`config.mk`:
```
export PLATFORM = sky130hd
export DESIGN_NAME = i2c_master_bit_sequencer
export DESIGN_NICKNAME = d
export VERILOG_FILES = /design/src/hw/rtl/i2cms_pkg.sv /design/src/hw/rtl/i2cms_step.sv /design/src/hw/rtl/i2c_master_bit_sequencer.sv
export VERILOG_INCLUDE_DIRS = /design/src /design/src/hw/rtl
export SDC_FILE = /design/constraint.sdc
export NUM_CORES = 1
export LEC_CHECK = 0
export BUFFER_PORTS_ARGS = -buffer_cell sky130_fd_sc_hd__buf_2
export CAP_MARGIN = 5
export CORE_MARGIN = 3
export CORE_UTILIZATION = 30
export DETAILED_ROUTE_END_ITERATION = 8
export SLEW_MARGIN = 20
export SYNTH_ARGS = -nofsm -noshare
export SYNTH_HDL_FRONTEND = slang
export SYNTH_SLANG_ARGS = --single-unit
```
`constraint.sdc`:
```
create_clock -name i_clk -period 4.05 [get_ports i_clk]
set_clock_uncertainty 0.1 [all_clocks]
set_input_delay 0.405 -clock i_clk [delete_from_list [all_inputs] [get_ports i_clk]]
set_output_delay 0.405 -clock i_clk [all_outputs]
set_load 0.005 [all_outputs]
```
`src/hw/rtl/assert_macros.svh`:
```
// Assertion macros shared by the RTL of the I2C master bit sequencer.
// No dependencies; pulled in by files that carry concurrent assertions.
`ifndef ASSERT_MACROS_SVH
`define ASSERT_MACROS_SVH

// Same-cycle implication, disabled while reset is asserted.
`define A_IMPL(label, clk, rst_n, ante, cons) \
    label: assert property (@(posedge clk) disable iff (!(rst_n)) (ante) |-> (cons)) \
        else $error("assertion failed: same-cycle implication");

// Next-cycle implication, disabled while reset is asserted.
`define A_NEXT(label, clk, rst_n, ante, cons) \
    label: assert property (@(posedge clk) disable iff (!(rst_n)) (ante) |=> (cons)) \
        else $error("assertion failed: next-cycle implication");

`endif

```
`src/hw/rtl/i2cms_pkg.sv`:
```
// Package for the I2C master bit sequencer: command codes, phase codes,
// register indexes, widths and the state / result structs. No dependencies.
package i2cms_pkg;

    localparam int PHASE_W = 16;
    localparam int ACKTO_W = 10;

    localparam logic [2:0] OP_NONE    = 3'd0;
    localparam logic [2:0] OP_START   = 3'd1;
    localparam logic [2:0] OP_STOP    = 3'd2;
    localparam logic [2:0] OP_SEND    = 3'd3;
    localparam logic [2:0] OP_WAITACK = 3'd4;
    localparam logic [2:0] OP_RECV    = 3'd5;
    localparam logic [2:0] OP_ACK     = 3'd6;
    localparam logic [2:0] OP_NACK    = 3'd7;

    localparam logic [3:0] PH_IDLE  = 4'd0;
    localparam logic [3:0] PH_ONE   = 4'd1;
    localparam logic [3:0] PH_TWO   = 4'd2;
    localparam logic [3:0] PH_THREE = 4'd3;
    localparam logic [3:0] PH_FINAL = 4'd15;

    // configuration register indexes
    localparam logic CFG_PHASE_TICKS = 1'b0;
    localparam logic CFG_ACK_TIMEOUT = 1'b1;

    localparam logic [PHASE_W-1:0] PHASE_TICKS_RST = 16'd50;
    localparam logic [ACKTO_W-1:0] ACK_TIMEOUT_RST = 10'd300;

    typedef struct packed {
        logic [3:0]         phase_step;
        logic [2:0]         cmd;
        logic [PHASE_W-1:0] tick_count;
        logic [3:0]         bit_count;
        logic [7:0]         shift_byte;
        logic [ACKTO_W-1:0] ack_wait_count;
        logic               scl;
        logic               sda;
        logic               drive;
        logic               ack_flag;
        logic [7:0]         rx_hold;
    } t_state;

    typedef struct packed {
        logic       scl_level;
        logic       sda_level;
        logic       sda_drive;
        logic       busy_res;
        logic       done_res;
        logic [7:0] read_byte;
        logic       ack_seen;
        logic       rejected;
    } t_result;

endpackage

```
`src/hw/rtl/i2cms_step.sv`:
```
// One-tick update of the I2C bit sequencer: current state plus one tick beat
// gives next state and the result beat. Depends on i2cms_pkg.
module i2cms_step (
    input  i2cms_pkg::t_state                 i_state,
    input  logic [2:0]                        i_operation,
    input  logic [7:0]                        i_data_byte,
    input  logic                              i_sda_in,
    input  logic [i2cms_pkg::PHASE_W-1:0]     i_phase_ticks,
    input  logic [i2cms_pkg::ACKTO_W-1:0]     i_ack_timeout,
    output i2cms_pkg::t_state                 o_state,
    output i2cms_pkg::t_result                o_result
);
    import i2cms_pkg::*;

    t_state             s;
    logic               run;
    logic               done;
    logic               rej;
    logic [PHASE_W-1:0] len;
    logic [PHASE_W:0]   tick_inc;
    logic [3:0]         bit_inc;
    logic [3:0]         p;

    assign len      = (i_phase_ticks == '0) ? PHASE_W'(1) : i_phase_ticks;
    assign tick_inc = {1'b0, i_state.tick_count} + (PHASE_W+1)'(1);
    assign bit_inc  = i_state.bit_count + 4'd1;

    always_comb begin
        s    = i_state;
        run  = 1'b0;
        done = 1'b0;
        rej  = 1'b0;
        if (i_state.phase_step != PH_IDLE) begin
            rej = (i_operation != OP_NONE);
            run = 1'b1;
        end else if (i_operation != OP_NONE) begin
            s.cmd            = i_operation;
            s.phase_step     = PH_ONE;
            s.tick_count     = '0;
            s.bit_count      = '0;
            s.ack_wait_count = '0;
            s.shift_byte     = (i_operation == OP_SEND) ? i_data_byte : 8'd0;
            run = 1'b1;
        end
        p = s.phase_step;

        if (run) begin
            if (p == PH_FINAL) begin
                // closing tick
                case (s.cmd)
                    OP_ACK, OP_NACK: s.scl = 1'b0;
                    OP_SEND: begin
                        s.scl = 1'b0;
                        s.sda = 1'b1;
                    end
                    OP_RECV: begin
                        s.drive   = 1'b1;
                        s.sda     = 1'b1;
                        s.rx_hold = s.shift_byte;
                    end
                    default: ;
                endcase
                done = 1'b1;
            end else begin
                // pin levels of the current phase
                case (s.cmd)
                    OP_START: begin
                        s.drive = 1'b1;
                        s.scl   = 1'b1;
                        s.sda   = (p == PH_ONE);
                    end
                    OP_STOP: begin
                        s.drive = 1'b1;
                        if (p == PH_ONE) begin
                            s.sda = 1'b0;
                        end else if (p == PH_TWO) begin
                            s.sda = 1'b0;
                            s.scl = 1'b1;
                        end else begin
                            s.sda = 1'b1;
                            s.scl = 1'b1;
                        end
                    end
                    OP_ACK, OP_NACK: begin
                        s.drive = 1'b1;
                        if (p == PH_ONE) begin
                            s.scl = 1'b0;
                        end else if (p == PH_TWO) begin
                            s.scl = 1'b0;
                            s.sda = (s.cmd == OP_NACK);
                        end else begin
                            s.scl = 1'b1;
                        end
                    end
                    OP_SEND: begin
                        s.drive = 1'b1;
                        if (p == PH_ONE) begin
                            s.scl = 1'b0;
                        end else if (p == PH_TWO) begin
                            s.scl = 1'b0;
                            s.sda = s.shift_byte[7];
                        end else begin
                            s.scl = 1'b1;
                        end
                    end
                    OP_WAITACK: begin
                        s.drive = 1'b0;
                        s.sda   = 1'b1;
                        s.scl   = (p != PH_ONE);
                    end
                    OP_RECV: begin
                        s.drive = 1'b0;
                        s.sda   = 1'b1;
                        s.scl   = (p == PH_ONE);
                    end
                    default: ;
                endcase

                if (s.cmd == OP_WAITACK && p == PH_TWO) begin
                    // SCL high: poll for the slave pulling SDA low
                    if (s.tick_count == '0) begin
                        s.tick_count = PHASE_W'(1);
                    end else if (!i_sda_in) begin
                        s.ack_flag = 1'b1;
                        s.scl      = 1'b0;
                        done       = 1'b1;
                    end else if (s.ack_wait_count >= i_ack_timeout) begin
                        s.ack_flag = 1'b0;
                        s.scl      = 1'b0;
                        done       = 1'b1;
                    end else begin
                        s.ack_wait_count = s.ack_wait_count + ACKTO_W'(1);
                    end
                end else if (tick_inc >= {1'b0, len}) begin
                    s.tick_count = '0;
                    if (s.cmd == OP_RECV && p == PH_ONE) begin
                        s.shift_byte = {s.shift_byte[6:0], i_sda_in};
                    end
                    // phase advance
                    case (s.cmd)
                        OP_START: s.phase_step = (p == PH_ONE) ? PH_TWO : PH_FINAL;
                        OP_STOP, OP_ACK, OP_NACK:
                            s.phase_step = (p < PH_THREE) ? p + 4'd1 : PH_FINAL;
                        OP_SEND: begin
                            if (p < PH_THREE) begin
                                s.phase_step = p + 4'd1;
                            end else begin
                                s.shift_byte   = {s.shift_byte[6:0], 1'b0};
                                s.bit_count    = bit_inc;
                                s.phase_step   = bit_inc[3] ? PH_FINAL : PH_ONE;
                            end
                        end
                        OP_WAITACK: s.phase_step = PH_TWO;
                        OP_RECV: begin
                            if (p == PH_ONE) begin
                                s.phase_step = PH_TWO;
                            end else begin
                                s.bit_count  = bit_inc;
                                s.phase_step = bit_inc[3] ? PH_FINAL : PH_ONE;
                            end
                        end
                        default: s.phase_step = PH_FINAL;
                    endcase
                end else begin
                    s.tick_count = tick_inc[PHASE_W-1:0];
                end
            end
        end

        if (done) begin
            s.phase_step = PH_IDLE;
            s.cmd        = OP_NONE;
            s.tick_count = '0;
        end
    end

    assign o_state            = s;
    assign o_result.scl_level = s.scl;
    assign o_result.sda_level = s.sda;
    assign o_result.sda_drive = s.drive;
    assign o_result.busy_res  = (s.phase_step != PH_IDLE);
    assign o_result.done_res  = done;
    assign o_result.read_byte = s.rx_hold;
    assign o_result.ack_seen  = s.ack_flag;
    assign o_result.rejected  = rej;

endmodule

```
`src/hw/rtl/i2c_master_bit_sequencer.sv`:
```
// I2C master bit sequencer, top level: beat registers, sequencer state,
// configuration registers. Depends on i2cms_pkg, i2cms_step, assert_macros.svh.
//
// Each input beat is one timing tick of the bus engine and carries the sampled
// SDA level; while the engine is idle a beat may also carry a command (start,
// stop, send byte MSB first, wait ack, receive byte, send ack, send nack).
// Every input beat gives exactly one result beat with the SCL/SDA pin levels,
// the SDA output enable, busy/done flags, the last received byte, the last ack
// result and a rejected flag for commands arriving while busy. A tick enters
// an input register, the sequencer state and the result are updated in one
// pass of logic, and the result lands in an output register: one beat per
// clock sustained while the output is not stalled, and each result passes
// the input register and then the output register before it is offered. The
// rate is set by the state update loop, which must see each tick's outcome
// before the next tick. While the output holds an untaken result, one more
// tick is still taken into the input register.
// Phase length (register 0, reset 50, 0 acts as 1) and ack timeout
// (register 1, reset 300) are to be written only while no tick is in flight.
`include "assert_macros.svh"

module i2c_master_bit_sequencer (
    input  logic                          i_clk,
    input  logic                          i_rst_n,
    // configuration write port
    input  logic                          i_cfg_we,
    input  logic                          i_cfg_index,
    input  logic [i2cms_pkg::PHASE_W-1:0] i_cfg_data,
    // tick input
    input  logic                          i_in_valid,
    output logic                          o_in_stall,
    input  logic [2:0]                    i_operation,
    input  logic [7:0]                    i_data_byte,
    input  logic                          i_sda_in,
    // result output
    output logic                          o_out_valid,
    input  logic                          i_out_stall,
    output logic                          o_scl_level,
    output logic                          o_sda_level,
    output logic                          o_sda_drive,
    output logic                          o_busy_res,
    output logic                          o_done_res,
    output logic [7:0]                    o_read_byte,
    output logic                          o_ack_seen,
    output logic                          o_rejected
);
    import i2cms_pkg::*;

    // configuration
    logic [PHASE_W-1:0] r_phase_ticks;
    logic [ACKTO_W-1:0] r_ack_timeout;

    // input register
    logic       r_in_valid;
    logic [2:0] r_in_op;
    logic [7:0] r_in_data;
    logic       r_in_sda;

    // sequencer state and result register
    t_state  r_st;
    t_state  n_st;
    t_result w_res;
    t_result r_res;
    logic    r_out_valid;

    logic w_in_acc;
    logic w_fire;

    // a held tick moves on when the result slot is empty or being drained
    assign w_fire     = r_in_valid && (!r_out_valid || !i_out_stall);
    assign o_in_stall = r_in_valid && !w_fire;
    assign w_in_acc   = i_in_valid && !o_in_stall;

    always_ff @(posedge i_clk) begin
        if (!i_rst_n) begin
            r_phase_ticks <= PHASE_TICKS_RST;
            r_ack_timeout <= ACK_TIMEOUT_RST;
        end else if (i_cfg_we) begin
            unique case (i_cfg_index)
                CFG_PHASE_TICKS: r_phase_ticks <= i_cfg_data;
                CFG_ACK_TIMEOUT: r_ack_timeout <= i_cfg_data[ACKTO_W-1:0];
                default: ;
            endcase
        end
    end

    always_ff @(posedge i_clk) begin
        if (!i_rst_n) begin
            r_in_valid <= 1'b0;
        end else begin
            r_in_valid <= w_in_acc || (r_in_valid && !w_fire);
        end
    end

    // payload of the input register, loaded on acceptance only
    always_ff @(posedge i_clk) begin
        if (w_in_acc) begin
            r_in_op   <= i_operation;
            r_in_data <= i_data_byte;
            r_in_sda  <= i_sda_in;
        end
    end

    i2cms_step u_step (
        .i_state       (r_st),
        .i_operation   (r_in_op),
        .i_data_byte   (r_in_data),
        .i_sda_in      (r_in_sda),
        .i_phase_ticks (r_phase_ticks),
        .i_ack_timeout (r_ack_timeout),
        .o_state       (n_st),
        .o_result      (w_res)
    );

    // sequencer state: pins idle released high and driven
    always_ff @(posedge i_clk) begin
        if (!i_rst_n) begin
            r_st.phase_step     <= PH_IDLE;
            r_st.cmd            <= OP_NONE;
            r_st.tick_count     <= '0;
            r_st.bit_count      <= '0;
            r_st.shift_byte     <= '0;
            r_st.ack_wait_count <= '0;
            r_st.scl            <= 1'b1;
            r_st.sda            <= 1'b1;
            r_st.drive          <= 1'b1;
            r_st.ack_flag       <= 1'b0;
            r_st.rx_hold        <= '0;
        end else if (w_fire) begin
            r_st <= n_st;
        end
    end

    always_ff @(posedge i_clk) begin
        if (!i_rst_n) begin
            r_out_valid <= 1'b0;
        end else if (w_fire) begin
            r_out_valid <= 1'b1;
        end else if (!i_out_stall) begin
            r_out_valid <= 1'b0;
        end
    end

    always_ff @(posedge i_clk) begin
        if (w_fire) begin
            r_res <= w_res;
        end
    end

    assign o_out_valid = r_out_valid;
    assign o_scl_level = r_res.scl_level;
    assign o_sda_level = r_res.sda_level;
    assign o_sda_drive = r_res.sda_drive;
    assign o_busy_res  = r_res.busy_res;
    assign o_done_res  = r_res.done_res;
    assign o_read_byte = r_res.read_byte;
    assign o_ack_seen  = r_res.ack_seen;
    assign o_rejected  = r_res.rejected;

    // a tick that cannot move on stays in the input register
    `A_NEXT(a_in_hold, i_clk, i_rst_n, r_in_valid && !w_fire, r_in_valid)
    // every processed tick produces a result beat
    `A_NEXT(a_fire_out, i_clk, i_rst_n, w_fire, r_out_valid)
    // a finishing tick leaves the engine idle
    `A_NEXT(a_done_idle, i_clk, i_rst_n, w_fire && w_res.done_res, r_st.phase_step == PH_IDLE)
    // rejection only happens while a command is running
    `A_IMPL(a_rej_busy, i_clk, i_rst_n, w_fire && w_res.rejected, r_st.phase_step != PH_IDLE)

endmodule
```
==> impl_metrics.ini, run 1 <==
[setup_path]
cp_cell_sequence = ha_1, nand3_1, nor2_2, nand3_1, buf_4, xnor2_1, ha_1, nand4_1, o41ai_1, a41oi_1, o311ai_2, buf_4, nand4b_4, o211a_1, a211o_1
r2r_setup_slack_ns = 0.33
cp.depth = 15
required_ns = 4.21
slowest_delay_ns = 0.44
cp.arrival_ns = 3.89
start_kind = flip-flop
cp_slowest_cell = dfxtp_1
crit_buf_inv = 2
cp_top_family = compound AO/OA/AOI/OAI gates
cp-end-kind = flip-flop
rr_startpoint = r_st[34]$_SDFFE_PN0P_
worst_r2r_path_depth = 15
crit_fanout = 8
critical_path_class = flip-flop to flip-flop
reg2reg_to = r_st[32]$_SDFFE_PN0P_

[timing]
max-slew-margin-rel_pct = 48.5
slew_violations = 0
finalCritPeriodShare_pct = 92.0
hold_violations = 0
worst_pin_slew_ns = 0.772
rsz0062_at_grt = false
max_freq_ghz = 0.269
finalSetupViolations = 0
fin_crit_ns = 3.72

[global_routing]
grt_pass1_vias = 5187
overflow = 0
antenna_found_initial = 0
grt_max_degree = 40
grt_pass1_wl_um = 26700
grt_util_all_layers_pct = 14.6

[cells_and_area]
diodes = 0
final_area_um2 = 7240
fin_nets = 830
syn_to_final_growth_pct = 14.5
final_cells = 1042
drive_gt1_share_pct = 15.8

[outcome]
status = finished clean

[logic_synthesis]
yosysSeqAreaShare_pct = 39.8
synth-edff-count = 27
synth_flop_cell = dfxtp_1
ys_ff_latch = 112
async_reset_ff_share_pct = 0
synth_cell_types = 76
syn_nets = 787
syn_area_um2 = 6320
syn-instance-count = 724
synth_area_per_cell_um2 = 8.73
yosys_warnings = 0

[worst_hold_path]
worstHoldPathCells = 1
hold_path_end = r_in_data[5]$_DFFE_PP_
min_from = i_data_byte[5]
min_path_type = input pin to flip-flop

[pwr]
p_sw_uw = 674
swShare_pct = 28.1
power-per-cell-area_nw_per_um2 = 331
p_comb_share_pct = 11.6
p_leak_nw = 2.86
peakVddDrop_v = 0.000215
total_power_mw = 2.40
intPower_mw = 1.72
seqPwrFrac_pct = 50.3
pwr-share-clk_pct = 38.2

[floorplan]
dieHeight_um = 151
die_area_um2 = 22800
core-area_um2 = 20500
ioPinCount = 51
fp-row-count = 52
start_util_pct = 30.8
die_x_um = 151

[detailed_routing]
drtPass1Iterations = 5
wl_per_cell_um = 15.5
drtIter0Drc = 315
ant_nets = 0
drcViolationCount = 0
routed_wl_um = 16100
drt-vias-per-instance = 5.22
num_vias = 5437

[clock_network]
cts_tree = built
ctsLongestPathBuffers = 2
clkTransAtPathRegs_ns = 0.08
ctsHtreeMaxLevel = 3
clkLatencyLatePin_ns = 0.37
postCtsHoldBufs = 0
cts_resized = 1
postCtsSetupBuffers = 0
numClockSinks = 112
cts_root_buffer = clkbuf_16
cts_buffers = 9

[job]
maxCapViolCount = 0

[place]
gp_congestion = 0.915
dpl.cell_count = 1026
numPortBuffers = 50
place_hpwl_um = 11600
place_area_um2 = 6910
-- layout by cell type (no fill, tap or decap), types with 25 or more instances in the layout --
cell / count
a21oi_1: 52
nand2_1: 111
o21ai_0: 30
dfxtp_1: 85
ha_1: 29
edfxtp_1: 27
buf_2: 50
nor2_1: 39
buf_4: 26
inv_1: 31
a22o_1: 25
-- cell families (layout without fill, tap and decap cells) --
kind of cell / after synthesis / in the layout / synth area share [%]
flip-flops: 112 / 112 / 39.8
AO/OA/AOI/OAI: 195 / 195 / 21.5
AND/OR/NAND/NOR: 276 / 276 / 22.4
XOR/XNOR: 16 / 16 / 2.22
multiplexers: 20 / 20 / 3.35
adder cells (fa/ha/maj): 29 / 29 / 5.74
buffers and inverters: 76 / 124 / 5.07
-- routing by layer --
metal	global-route usage (%)	up-vias	wire length (um)
met5	0	-	0
met1	20.1	2539	7600
met4	4.90	0	244
met2	23.0	126	7580
met3	2.69	18	679
li1	-	2754	-
-- worst max-delay path by stage --
stage	from	to	slack [ns]
2_1_floorplan	r_in_op[0]$_DFFE_PP_	r_st[19]$_SDFFE_PN0P_	0.43
3_3_place_gp	r_st[34]$_SDFFE_PN0P_	r_st[41]$_SDFFE_PN0P_	0.17
3_5_place_dp	r_st[34]$_SDFFE_PN0P_	r_st[46]$_SDFFE_PN0P_	-0.01
4_1_cts	r_st[34]$_SDFFE_PN0P_	r_st[32]$_SDFFE_PN0P_	0.25
5_1_grt	r_st[34]$_SDFFE_PN0P_	r_st[33]$_SDFFE_PN0P_	0.08
6_report	r_st[34]$_SDFFE_PN0P_	r_st[32]$_SDFFE_PN0P_	0.33
-- Yosys cell counts, types with 5 or more instances --
library cell	number	area share [%]
a211oi_1	9	1.1
a21oi_1	52	4.1
a22o_1	25	3.5
and2_1	13	1.3
and3_1	8	0.79
buf_2	10	0.79
clkbuf_1	28	1.7
dfxtp_1	85	27
edfxtp_1	27	13
ha_1	29	5.7
inv_1	31	1.8
mux2_2	9	1.6
mux2i_1	11	1.7
nand2_1	111	6.6
nand2b_1	6	0.59
nand3_1	22	1.7
nand4_1	11	1.1
nor2_1	41	2.4
nor3_1	14	1.1
nor4_1	14	1.4
o2111ai_1	5	0.69
o211ai_1	11	1.3
o21ai_0	30	2.4
o31ai_1	13	1.5
or3_1	8	0.79
or4_1	6	0.71
xnor2_1	10	1.4
xor2_1	6	0.83
-- registers in the layout, indices dropped and copies added (netlist names) --
register       flops
r_st              57
r_phase_ticks     16
r_ack_timeout     10
o_read_byte        8
r_in_data          8
r_in_op            3
o_ack_seen         1
o_busy_res         1
o_done_res         1
o_out_valid        1
o_rejected         1
o_scl_level        1
o_sda_drive        1
o_sda_level        1
r_in_sda           1
r_in_valid         1
-- power groups by stage --
stage / Combinational [mW] / Clock, mW / Sequential (mW)
6_report: 0.277 / 0.916 / 1.21
5_1_grt: 0.310 / 0.990 / 1.21
4_1_cts: 0.276 / 0.945 / 1.21
3_5_place_dp: 0.275 / 0 / 1.23
3_3_place_gp: 0.274 / 0 / 1.23
2_1_floorplan: 0.185 / 0 / 1.22
-- through the flow --
step                worst slack, ns  hold slack [ns]  utilization (%)  setup TNS (ns)
floorplan                     0.428            0.325                -               0
global placement              0.169            0.334             33.7               0
detailed placement          -0.0122            0.345             33.7          -0.104
CTS                           0.250           0.0952             35.2               0
global route                 0.0797           0.0918             35.3               0
finish                        0.326            0.105             35.3               0
-- final cells by class --
class / instances / area, um^2
clock buffers: 9 / 225
multi-input cells: 536 / 3510
clock inverters: 7 / 81.3
well taps: 270 / 338
inverters: 32 / 120
fillers: 2099 / 13300
repair buffers: 76 / 445
flip-flops and latches: 112 / 2510
Note: power is estimated with default switching activity, not from simulation.
==> inputs of run 2 (changes only) <==
- SYNTH_HIERARCHICAL: unset -> 1
==> run 2 against run 1 <==
Utilization decreased by 0.45 points. Synthesized area increased by 8.7%. Non-clock buffer count increased by 6.
==> impl_metrics.ini, run 2 <==
[logic_synthesis]
synth_compound_area_share_pct = 21.8
synth_area_per_cell_um2 = 8.07
yosys_warnings = 6
synth_flop_cell = dfxtp_1
synth.most_common_cell = nand2_1
synth.top_cells.by_area = dfxtp_1 25%, edfxtp_1 12%, nand2_1 8.7%
synthMuxAreaShare_pct = 1.79
synth-edff-count = 27
synthSimpleGateAreaFrac_pct = 24.3
async_reset_ff_share_pct = 0
synth_top_family_by_area = simple AND/OR/NAND/NOR gates
synthAdderAreaFrac_pct = 5.28
ys_ff_latch = 112
syn_nets = 914
synth_cell_types = 75
synth_common_cells = 159 x nand2_1, 85 x dfxtp_1, 84 x o21ai_0
netlist.top_cell.by_area = dfxtp_1
synth_xor_area_share_pct = 2.17
netlist.area_leader.share_pct = 24.8
syn_area_um2 = 6870
yosysSeqAreaShare_pct = 36.6
syn-instance-count = 851

[setup_path]
rr_startpoint = r_st[35]$_SDFFE_PN0P_
cp-end-kind = flip-flop
cp_cell_sequence = nand3_2, or4_1, or2_4, o21a_1, or2_2, ha_1, o21a_1, nor3b_2, a22oi_2, and4_4, buf_12, a211oi_2, buf_4, mux2i_1, nand3_1, o21ai_0
crit_top_cell = o21a_1
start_kind = flip-flop
cp_slowest_cell = or4_1
critical_path_class = flip-flop to flip-flop
reg2reg_to = r_st[24]$_SDFFE_PN0P_
slowest_delay_ns = 0.54
cp.arrival_ns = 3.95
r2r_setup_slack_ns = 0.23
worst_r2r_path_depth = 16
crit_fanout = 13
required_ns = 4.18

[clock_network]
clkTransAtPathRegs_ns = 0.08
cts_tree = built
clkLatencyLatePin_ns = 0.36
cts_buffers = 9
ctsHtreeMaxLevel = 3
postCtsHoldBufs = 0
cts_root_buffer = clkbuf_16
ctsLongestPathBuffers = 2
numClockSinks = 112

[timing]
fin_crit_ns = 3.82
max_freq_ghz = 0.262
worst_pin_slew_ns = 1.07
finalCritPeriodShare_pct = 94.3
hold-worst-slack_ns = 0.116
slew_violations = 0
max-slew-margin-rel_pct = 28.3
hold_violations = 0
finalSetupViolations = 0

[cells_and_area]
drive_gt1_share_pct = 13.7
fin_nets = 941
reg.largest.list = r_st (57), r_phase_ticks (16), r_ack_timeout (10)
most-common-layout-cells = 158 x nand2_1, 85 x dfxtp_1, 84 x o21ai_0, 72 x nand3_1, 49 x buf_2
final_area_um2 = 7720
largest_reg_flops = 57
diodes = 0
syn_to_final_growth_pct = 12.5
final_cells = 1162
multi_input_area_um2 = 3840
mostFrequentLayoutCell = nand2_1
ff_latch_area_um2 = 2510
fill_cells = 2335
top_register = r_st

[floorplan]
dieHeight_um = 157
die_area_um2 = 24700
start_util_pct = 31.0
ioPinCount = 51
fp-row-count = 54
core-area_um2 = 22200
die_x_um = 157

[worst_hold_path]
hold_path_end = r_in_data[2]$_DFFE_PP_
min_path_type = input pin to flip-flop
min_from = i_data_byte[2]
worstHoldPathCells = 1

[detailed_routing]
drt-vias-per-instance = 5.21
num_vias = 6058
routed_wl_um = 17200
wl_per_cell_um = 14.8
ant_nets = 0
drtPass1Iterations = 5
drcViolationCount = 0
drtIter0Drc = 450

[global_routing]
grt_max_degree = 115
grt_util_all_layers_pct = 14.1
grt_pass1_wl_um = 28700
overflow = 0
use_met2_pct = 21.4
top_usage_layer = met2
grt_util_met3_pct = 2.97
grt_use_met1_pct = 20.1
antenna_found_initial = 0
grt_pass1_vias = 5755

[job]
maxCapViolCount = 0

[outcome]
status = finished clean

[pwr]
power-per-cell-area_nw_per_um2 = 310
peakVddDrop_v = 0.000248
p_leak_nw = 2.92

[place]
dpl.cell_count = 1144
place_hpwl_um = 12200
gp_congestion = 0.859
numPortBuffers = 50
place_area_um2 = 7340
## run 2: metrics by stage
step	utilization, %	setup WS [ns]	TNS, ns	power [mW]
floorplan	-	0.0424	0	1.42
detailed placement	33.1	0.0493	0	1.49
CTS	34.4	0.0376	0	2.42
global route	34.9	-0.00483	-0.00483	2.50
finish	34.9	0.230	0	2.39
global placement	33.1	0.148	0	1.49
## run 2: layer usage
| metal | up-vias | share of wire [%] |
|---|---|---|
| li1 | 3107 | - |
| met1 | 2797 | 49 |
| met2 | 137 | 44 |
| met3 | 17 | 4.7 |
| met4 | 0 | 1.7 |
| met5 | - | 0 |
## run 2: worst max-delay path, delay by kind of cell, from the launching register on
family	cells	cell delay (ns)
AOI/OAI and AO/OA	5	0.73
adders and majority gates	1	0.31
buffers and inverters	2	0.31
DFF	1	0.36
muxes	1	0.12
and+or+nand+nor	7	1.75
## run 2: worst max-delay path by stage
stage                                      from                     to  slack [ns]  cells past startpoint
after detailed placement  r_st[35]$_SDFFE_PN0P_  r_st[24]$_SDFFE_PN0P_        0.05                     16
after global routing      r_st[34]$_SDFFE_PN0P_  r_st[56]$_SDFFE_PN0P_      -0.005                     16
after global placement    r_st[34]$_SDFFE_PN0P_  r_st[24]$_SDFFE_PN0P_        0.15                     16
after CTS                 r_st[35]$_SDFFE_PN0P_  r_st[24]$_SDFFE_PN0P_        0.04                     16
after floorplan           r_st[34]$_SDFFE_PN0P_  r_st[25]$_SDFFE_PN0P_        0.04                     17
final                     r_st[35]$_SDFFE_PN0P_  r_st[24]$_SDFFE_PN0P_        0.23                     16
## run 2: kinds of logic after synthesis
| kind of cell | count (synthesis) |
|---|---|
| muxes | 12 |
| buffers and inverters | 107 |
| xor gates and xnor gates | 17 |
| and+or+nand+nor | 347 |
| adders and majority gates | 29 |
| AOI/OAI and AO/OA | 227 |
| DFF | 112 |
## run 2: timing repair
| item | 4_1_cts | 5_1_grt |
|---|---|---|
| buffers inserted | 0 | 1 |
| endpoints found under the setup margin | 0 | 45 |
| gates resized for setup | 0 | 9 |
## run 2: power breakdown
part / total [mW] / internal (mW) / leakage, nW / switching (mW)
Clock: 0.917 / 0.481 / 0.143 / 0.436
Combinational: 0.275 / 0.0990 / 1.83 / 0.176
Sequential: 1.20 / 1.18 / 0.949 / 0.0207
Total: 2.39 / 1.76 / 2.92 / 0.633
## run 2: area by class of cell
| class | instances | share of cell area (%) |
|---|---|---|
| Timing Repair Buffer | 82 | 7.40 |
| Clock inverter | 6 | 0.891 |
| Inverter | 41 | 1.99 |
| Tap cell | 280 | 4.54 |
| Clock buffer | 9 | 2.92 |
| Multi-Input combinational cell | 632 | 49.7 |
| Sequential cell | 112 | 32.5 |
